===== config.mk =====
export PLATFORM = sky130hd
export DESIGN_NAME = mtg_cell
export DESIGN_NICKNAME = d
export VERILOG_FILES = /design/src/hw/rtl/mtg_pkg.sv /design/src/hw/rtl/mtg_cell.sv
export SDC_FILE = /design/constraint.sdc
export NUM_CORES = 1
export LEC_CHECK = 0
export BUFFER_PORTS_ARGS = -buffer_cell sky130_fd_sc_hd__buf_2
export CORE_UTILIZATION = 40
export CTS_CLUSTER_DIAMETER = 80
export DETAILED_ROUTE_END_ITERATION = 6
export PLACE_DENSITY_LB_ADDON = 0.12
export REMOVE_ABC_BUFFERS = 1
export SLEW_MARGIN = 10
export SYNTH_ARGS = -nofsm -noshare
export SYNTH_HDL_FRONTEND = slang
export SYNTH_SLANG_ARGS = --single-unit

===== constraint.sdc =====
create_clock -name clk -period 0.8 [get_ports clk]
set_input_delay 0.12 -clock clk [delete_from_list [all_inputs] [get_ports clk]]
set_output_delay 0.12 -clock clk [all_outputs]
set_load 0.01 [all_outputs]

===== src/hw/rtl/mtg_pkg.sv =====
// Shared types, constants and codes for the MT19937 generator.
package mtg_pkg;

    localparam int unsigned MT_WORDS  = 624;
    localparam int unsigned MT_SHIFT  = 397;
    localparam int unsigned WORD_W    = 32;
    localparam int unsigned IDX_W     = $clog2(MT_WORDS);

    localparam logic [IDX_W-1:0]  LAST_IDX    = IDX_W'(MT_WORDS - 1);
    localparam logic [WORD_W-1:0] MT_MATRIX   = 32'h9908_B0DF;
    localparam logic [WORD_W-1:0] MT_TEMPER_B = 32'h9D2C_5680;
    localparam logic [WORD_W-1:0] MT_TEMPER_C = 32'hEFC6_0000;
    localparam logic [WORD_W-1:0] MT_SEED_MUL = 32'h6C07_8965;

    localparam logic OP_SEED = 1'b0;
    localparam logic OP_DRAW = 1'b1;

    typedef logic [WORD_W-1:0] mtg_word_t;
    typedef logic [IDX_W-1:0]  mtg_idx_t;

    typedef enum logic [1:0] {
        ST_IDLE,
        ST_FILL,
        ST_DISCARD,
        ST_HOLD
    } mtg_state_t;

    typedef struct packed {
        logic     load;
        logic     advance;
        mtg_idx_t step_num;
    } mtg_seed_ctrl_t;

endpackage


===== src/hw/rtl/mtg_cell.sv =====
// One cell of the state ring: holds a word and takes its neighbor's word on shift.
module mtg_cell (
    input  logic               clk,
    input  logic               rst_n,
    input  logic               shift,
    input  mtg_pkg::mtg_word_t word_in,
    output mtg_pkg::mtg_word_t word_out
);
    import mtg_pkg::*;

    mtg_word_t word_reg;
    mtg_word_t word_next;

    always_comb
    begin
        word_next = shift ? word_in : word_reg;
    end

    always_ff @(posedge clk or negedge rst_n)
    begin
        if (!rst_n)
        begin
            word_reg <= '0;
        end
        else
        begin
            word_reg <= word_next;
        end
    end

    assign word_out = word_reg;

endmodule


==> summary.txt <==
Global route
  • Met1 usage: a little under a fifth
  • GRT overflow: 0
  • Grt met2 use: about a quarter
  • Largest net degree at the start of global routing: 33
  • GR peak layer: met2
  • Vias in the first global route: 878
  • GRT met3 Usage: between 7 and 8%
  • Antenna violations before repair: 0
  • Gr usage total: around 15%
  • First-pass GRT wire length: 3.86 mm

Cells and area
  • Final Util: roughly two thirds
  • Final Cell Area: 2060 um^2
  • Finished Layout Cells: around 210
  • N_diodes: 0
  • Area delta synth->final: 53.2%
  • Most common cell after layout, fill and taps aside: buf_2
  • Most frequent cells in the layout: buf_2 (61), dfrtp_1 (32), mux2_4 (30)
  • Total Nets Final: 202
  • Largest register FFs: 32
  • Layout cells sized above 1: 74.4%

Placed design
  • RePlAce Congestion: 0.600
  • DP Cell Count: 177
  • Post-DP Area: 1720 um^2
  • HPWL Detailed: 1.72 mm
  • PortBufs: 66

Detailed routing
  • DRT iter0 DRCs: 10
  • DR vias/cell: 4.37
  • Per-cell routed wire length: around 13 um
  • Residual DRC: 0
  • ANT nets after route: 0
  • WL final: 2.69 mm
  • Via count: 926
  • Drt pass-1 iters: 4

Timing
  • Max Freq: between 1000 and 1500 MHz
  • Clk_skew: 0 ps
  • Slew margin rel.: 88.7%
  • Final period utilization: 125%
  • Fin. Hold Viols: 0
  • Endpoints failing setup: 50
  • Fin Setup TNS: -6960 ps
  • Least-Margin Pin Slew: 170 ps
  • Period minus WS final: 998 ps
  • Setup ws final: -198 ps
  • Max-slew violations: 0
  • RSZ-0062 raised after global routing: true

Logic synthesis
  • Syn_area_per_cell: 19.8 um^2
  • Synth Instances: 68
  • Synth Cell Area: 1350 um^2
  • Post-synthesis mux area share: 35.2%
  • Post-synthesis xor/xnor area fraction: 0%
  • Post-synthesis simple-gate area fraction: 0%
  • Compound-Gate Fraction of Synth Area: 0%
  • Yosys warns: 0
  • Largest family of logic cells by synthesized area: multiplexers
  • Post-synthesis sequential area ratio: 59.5%
  • Distinct cells, synth: 5
  • Post-synthesis adder-cell area fraction: 0%
  • #FFs+latches synth: 32

Clock tree
  • Clk sinks: 32
  • CTS Root Cell: clkbuf_4
  • TritonCTS buffer count: 5
  • Clock buffer depth: 2
  • Clock edge transition at the registers on the reported setup and hold paths: 90 ps
  • Clk Latency, worst-skew pair: roughly 320 ps
  • CTS tree: done
  • Htree depth: 2

Power and ir drop
  • Flop pwr share: 50.2%
  • Lkg Pwr: about 0.0011 uW
  • P_int: 2790 uW
  • Logic pwr share: 24.5%
  • Maximum vdd drop: between 1 and 1.5 mV
  • Clock power frac: between 20% and 30%
  • Net Sw Frac: 25.1%
  • NetSw: 937 uW
  • PD cells: 1810 nW/um^2

Floorplan
  • Total die area: 3600 um^2
  • Row cnt: 20
  • Die width: between 50 and 60 um
  • Die H: 60.0 um
  • Initial Utilization: 43.0%
  • Core area: 3130 um^2
  • Ports: 67

Setup path
  • Worst R2R Start: word_out[10]
  • Critical-path cell list: buf_2
  • CP max stage delay: 400 ps
  • Data arrival, critical path: 880 ps
  • Crit path buffers/inverters: 1
  • Slowest CP cell: dfrtp_1
  • Crit end category: output pin
  • Worst EP required: slightly below 700 ps
  • Crit Path Class: reg -> out
  • R2r endpoint: word_out[10]
  • CP top delay family: flip-flops
  • Register-to-register setup slack: -100 ps
  • Setup crit start kind: flop
  • Crit path max fanout: 2
  • R2R depth: 2

Hold path
  • Hold path depth: 2
  • Min-Delay Endpoint: word_out[6]
  • Hold Crit Class: in -> reg
  • Min-delay src: word_in[6]

Outcome
  • Failing checks: setup timing
  • Outcome: finished with violations

Job
  • Max cap viols: 0
==> routing by layer <==
layer / up-vias / part of all wire (%)
li1: 432 / -
met1: 448 / 44
met2: 42 / 48
met3: 4 / 6.8
met4: 0 / 1.2
met5: - / 0
==> stage by stage <==
| step | power, uW | setup WS [ps] | hold slack [ps] |
|---|---|---|---|
| global route | 3950 | -245 | -0.327 |
| finish | 3730 | -198 | 17.0 |
| global placement | 2600 | -106 | 87.7 |
| CTS | 3650 | -210 | 0.450 |
| detailed placement | 2610 | -129 | 89.1 |
| floorplan | 2230 | 20.7 | -176 |
==> how the worst max path moves through the flow <==
| stage | endpoint | cells after the start | slack, ps | start |
|---|---|---|---|---|
| final | word_out[6] | 1 | -200 | word_out[6] |
| after global routing | word_out[6] | 1 | -250 | word_out[6] |
| after CTS | word_out[3] | 1 | -210 | word_out[3] |
| after detailed placement | word_out[31] | 3 | -130 | shift |
| after global placement | word_out[31] | 3 | -110 | shift |
| after floorplan | word_out[0] | 1 | 20 | word_out[0] |
==> cells in the mapped netlist <==
master / n / area share, %
dfrtp_1: 32 / 60
mux2_2: 2 / 1.7
buf_6: 1 / 0.84
mux2_4: 30 / 33
buf_12: 3 / 4.5
==> layout make-up <==
class | instances | area [um^2]
Fill cell | 240 | 1070
Clock buffer | 6 | 51.3
Clock inverter | 2 | 10.0
Multi-Input combinational cell | 32 | 473
Sequential cell | 32 | 801
Timing Repair Buffer | 96 | 671
Tap cell | 44 | 55.1
==> power by group through the flow <==
stage | clock (uW) | combinational [uW] | sequential, uW
detailed placement | 0 | 720 | 1890
CTS | 984 | 811 | 1860
global route | 1070 | 989 | 1890
floorplan | 0 | 260 | 1970
finish | 944 | 916 | 1870
global placement | 0 | 709 | 1890
==> cell families after synthesis <==
group / count (synthesis)
buffers and inverters: 4
flip-flops: 32
multiplexers: 32
==> what timing repair did <==
action,in CTS,in global routing
pin swaps,0,0
cloned,0,0
resized for setup,0,10
setup endpoints to repair,32,42
endpoints found under the hold margin,34,8
buffers inserted,10,6
hold buffers,3,8
Power figures use the tool's default switching activity.
