`config.mk`:
```
export PLATFORM = sky130hd
export DESIGN_NAME = mtg_seeder
export DESIGN_NICKNAME = d
export VERILOG_FILES = /design/src/hw/rtl/mtg_pkg.sv /design/src/hw/rtl/mtg_seeder.sv
export SDC_FILE = /design/constraint.sdc
export NUM_CORES = 1
export LEC_CHECK = 0
export CAP_MARGIN = 15
export CORE_MARGIN = 4
export CORE_UTILIZATION = 49
export DETAILED_ROUTE_END_ITERATION = 7
export DONT_BUFFER_PORTS = 1
export GPL_ROUTABILITY_DRIVEN = 0
export PLACE_DENSITY_LB_ADDON = 0.05
export SETUP_SLACK_MARGIN = 0.3
export SLEW_MARGIN = 0
export SYNTH_ARGS = -nofsm -noshare
export SYNTH_HDL_FRONTEND = slang
export SYNTH_SLANG_ARGS = --single-unit
export TNS_END_PERCENT = 10
```
`constraint.sdc`:
```
create_clock -name clk -period 18.9 [get_ports clk]
set_input_delay 0.945 -clock clk [delete_from_list [all_inputs] [get_ports clk]]
set_output_delay 0.945 -clock clk [all_outputs]
set_load 0.05 [all_outputs]
```
`src/hw/rtl/mtg_pkg.sv`:
```
// Shared types, constants and codes for the MT19937 generator.
package mtg_pkg;

    localparam int unsigned MT_WORDS  = 624;
    localparam int unsigned MT_SHIFT  = 397;
    localparam int unsigned WORD_W    = 32;
    localparam int unsigned IDX_W     = $clog2(MT_WORDS);

    localparam logic [IDX_W-1:0]  LAST_IDX    = IDX_W'(MT_WORDS - 1);
    localparam logic [WORD_W-1:0] MT_MATRIX   = 32'h9908_B0DF;
    localparam logic [WORD_W-1:0] MT_TEMPER_B = 32'h9D2C_5680;
    localparam logic [WORD_W-1:0] MT_TEMPER_C = 32'hEFC6_0000;
    localparam logic [WORD_W-1:0] MT_SEED_MUL = 32'h6C07_8965;

    localparam logic OP_SEED = 1'b0;
    localparam logic OP_DRAW = 1'b1;

    typedef logic [WORD_W-1:0] mtg_word_t;
    typedef logic [IDX_W-1:0]  mtg_idx_t;

    typedef enum logic [1:0] {
        ST_IDLE,
        ST_FILL,
        ST_DISCARD,
        ST_HOLD
    } mtg_state_t;

    typedef struct packed {
        logic     load;
        logic     advance;
        mtg_idx_t step_num;
    } mtg_seed_ctrl_t;

endpackage

```
`src/hw/rtl/mtg_seeder.sv`:
```
// Seed recurrence unit: produces one initialization word per advance.
module mtg_seeder (
    input  logic                    clk,
    input  logic                    rst_n,
    input  mtg_pkg::mtg_seed_ctrl_t ctrl,
    input  mtg_pkg::mtg_word_t      seed,
    output mtg_pkg::mtg_word_t      word
);
    import mtg_pkg::*;

    mtg_word_t prev_reg;
    mtg_word_t prev_next;
    mtg_word_t mixed;
    mtg_word_t product;

    always_comb
    begin
        mixed     = prev_reg ^ (prev_reg >> 30);
        product   = MT_SEED_MUL * mixed;
        priority if (ctrl.load)
        begin
            prev_next = seed;
        end
        else if (ctrl.advance)
        begin
            prev_next = product + WORD_W'(ctrl.step_num);
        end
        else
        begin
            prev_next = prev_reg;
        end
    end

    always_ff @(posedge clk or negedge rst_n)
    begin
        if (!rst_n)
        begin
            prev_reg <= '0;
        end
        else
        begin
            prev_reg <= prev_next;
        end
    end

    assign word = prev_reg;

endmodule

```
==> key figures <==
Critical path
  – Worst-path fanout max: 6
  – Critical path launch point type: flop
  – Worst Path Buf+Inv: 5
  – R2r startpoint: word[30]
  – RR Endpoint: word[28]
  – Worst path cell trace: xor2_1 > xor2_1 > buf_4 > ha_1 > or2_2 > ha_1 > inv_1 > fa_1 > inv_1 > ha_1 > fa_1 > fa_1 > fa_1 > inv_1 > fa_1 > inv_1 > ha_1 > and3_1 > nand2_1 > or4_4 > a31oi_4 > a211oi_1 > mux2i_1 > a221o_2
  – Delay-heaviest family, CP: adder cells
  – Crit Path Class: flop to flop
  – R2r setup slk: 11.79 ns
  – Critical Path AT: around 7.3 ns
  – Worst setup startpoint: word[30]
  – Worst endpoint required time: 19.08 ns
  – Crit-path most repeated cell: fa_1
  – Crit path capture type: flop
  – R2R depth: 24
  – Slowest stage cell, crit path: dfrtp_1
  – CP peak stage delay: 0.78 ns

STA
  – TNS Setup: 0 ns
  – Achievable frequency: around 0.14 GHz
  – Slew Limit Fails: 0
  – RSZ-0062 raised after global routing: false
  – Final setup violation count: 0
  – Tcrit/Tclk final: 37.6%
  – Fin. Hold Viols: 0
  – Final min period: 7.11 ns
  – Rel. slew slack: between 40% and 50%
  – Worst-margin pin slew: roughly 0.85 ns
  – Fin Clk Skew: 0.00570 ns
  – Hold_ws: 0.341 ns

Drt
  – Wire per inst: 20.4 um
  – DRT Pass-1 Iters: 4
  – Routed WL: roughly 26 mm
  – Violation count after the first detailed-routing iteration: around 220
  – Via density: 5.18
  – ANT nets after route: 0
  – DR DRC count: 0
  – Vias: 6596

Place
  – Post-DP HPWL: 21.5 mm
  – Placed cell area: 0.0103 mm^2
  – Placed cell count: 1266
  – I/O Buffers: 0

Cells and area
  – Fill cells: 1818
  – Layout cells sized above 1: under 10%
  – Area growth syn-to-layout: 6.45%
  – Max reg flops: 32
  – N_diodes: 0
  – Nets@finish: 1443
  – Fin area: 0.0105 mm^2
  – Non-Filler Instances: 1274

Clock tree
  – Postcts setup bufs: 0
  – TritonCTS clock tree: yes
  – # hold bufs at CTS: 0
  – Worst-Skew Late Latency: slightly below 0.3 ns
  – CTS clock-pin slew for the worst setup and hold paths: 0.06 ns
  – Resized cells post-CTS: 0
  – H-tree depth: 2
  – Inserted Clock Buffers: 5
  – CTS max path bufs: 2
  – CTS sink count: 32
  – CTS root buffer: clkbuf_16

Floorplanning
  – Boundary Pins: 78
  – Row count: 51
  – Starting Density: 50.2%
  – Width of the die: about 150 um
  – Area of the core: roughly 0.02 mm^2
  – Die area: 0.0224 mm^2
  – Die Height: 150 um

Status
  – Outcome: finished clean

Synthesis
  – Commonest cells post-synth: inv_1 (265), ha_1 (236), fa_1 (153), xnor2_1 (37), nand2_1 (36)
  – Post-synthesis sequential area ratio: 8.15%
  – Syn Area/Cell: 9.92 um^2
  – Synth area leaders: fa_1 (31%), ha_1 (30%), inv_1 (10%), dfrtp_1 (8.1%), xnor2_1 (3.3%)
  – Number of enable flip-flop cells after synthesis: 0
  – #FFs+latches synth: 32
  – Post-synth net total: ~1400
  – Post-synth top flop: dfrtp_1
  – Count leader, synth: inv_1
  – Synthesized cell area: 0.00983 mm^2
  – Synth async-reset ratio: 100%
  – Synth top area share: around 31%
  – Largest area contributor in the netlist: fa_1
  – Cells after Synth: 991
  – Yosys warns: 0
  – Cell variety after synth: 50

Global routing
  – Gr ovfl total: 0
  – Largest net degree at the start of global routing: slightly below 70
  – Global-route wire length before repair: roughly 42 mm
  – GRT Total Usage: 25.0%
  – Vias in the first global route: 7435
  – Initial antenna violation count: 2

Hold path
  – Hold crit path type: input port to async pin

Flow run
  – Maxcap violations: 0
## metrics by stage
step           utilization, %  worst slack, ns
2_1_floorplan               -            12.16
3_3_place_gp             52.5            11.88
3_5_place_dp             52.5            11.81
4_1_cts                  53.4            11.76
5_1_grt                  53.4            11.47
6_report                 53.4            11.79
## cells by family (layout without fill, tap and decap cells)
group | Yosys count | in the layout | synth area share (%)
XOR/XNOR | 55 | 55 | 4.90
flip-flops | 32 | 32 | 8.15
AND/OR/NAND/NOR | 96 | 96 | 4.85
multiplexers | 21 | 21 | 2.15
AO/OA/AOI/OAI | 121 | 121 | 8.18
buffers and inverters | 277 | 295 | 10.6
adder cells (fa/ha/maj) | 389 | 389 | 61.2
## placed cells by master (no fill, tap or decap), drive strengths merged, types with 20 or more instances in the layout
master and instances:
ha 236, o21ai 33, dfrtp 32, xnor2 37, nand2 36, buf 22
mux2i 20, inv 265, a21oi 26, fa 153
## layer usage
metal	track usage (%)	wire length [um]	up-vias
met4	4.49	433	4
met3	3.79	1700	23
met2	42.1	12400	146
met5	0	21	-
met1	34.8	11500	3215
li1	-	-	3208
## worst max path at each step
stage               cells after the start        to  slack, ns
finish                                 24  word[28]      11.79
CTS                                    24  word[28]      11.76
global route                           24  word[28]      11.47
global placement                       24  word[28]      11.88
detailed placement                     24  word[28]      11.81
floorplan                              23  word[28]      12.16
## cell type report
type	instances	area (um^2)	share of cell area, %
timing repair buffer	22	165	1.58
inverter	265	995	9.51
clock inverter	1	30.0	0.287
multi-input combinational	682	7990	76.4
sequential	32	801	7.65
tap	265	332	3.17
clock buffer	7	153	1.46
Power is not shown: default switching activity piles up to over one toggle a cycle in this logic, so the estimate is an artifact.
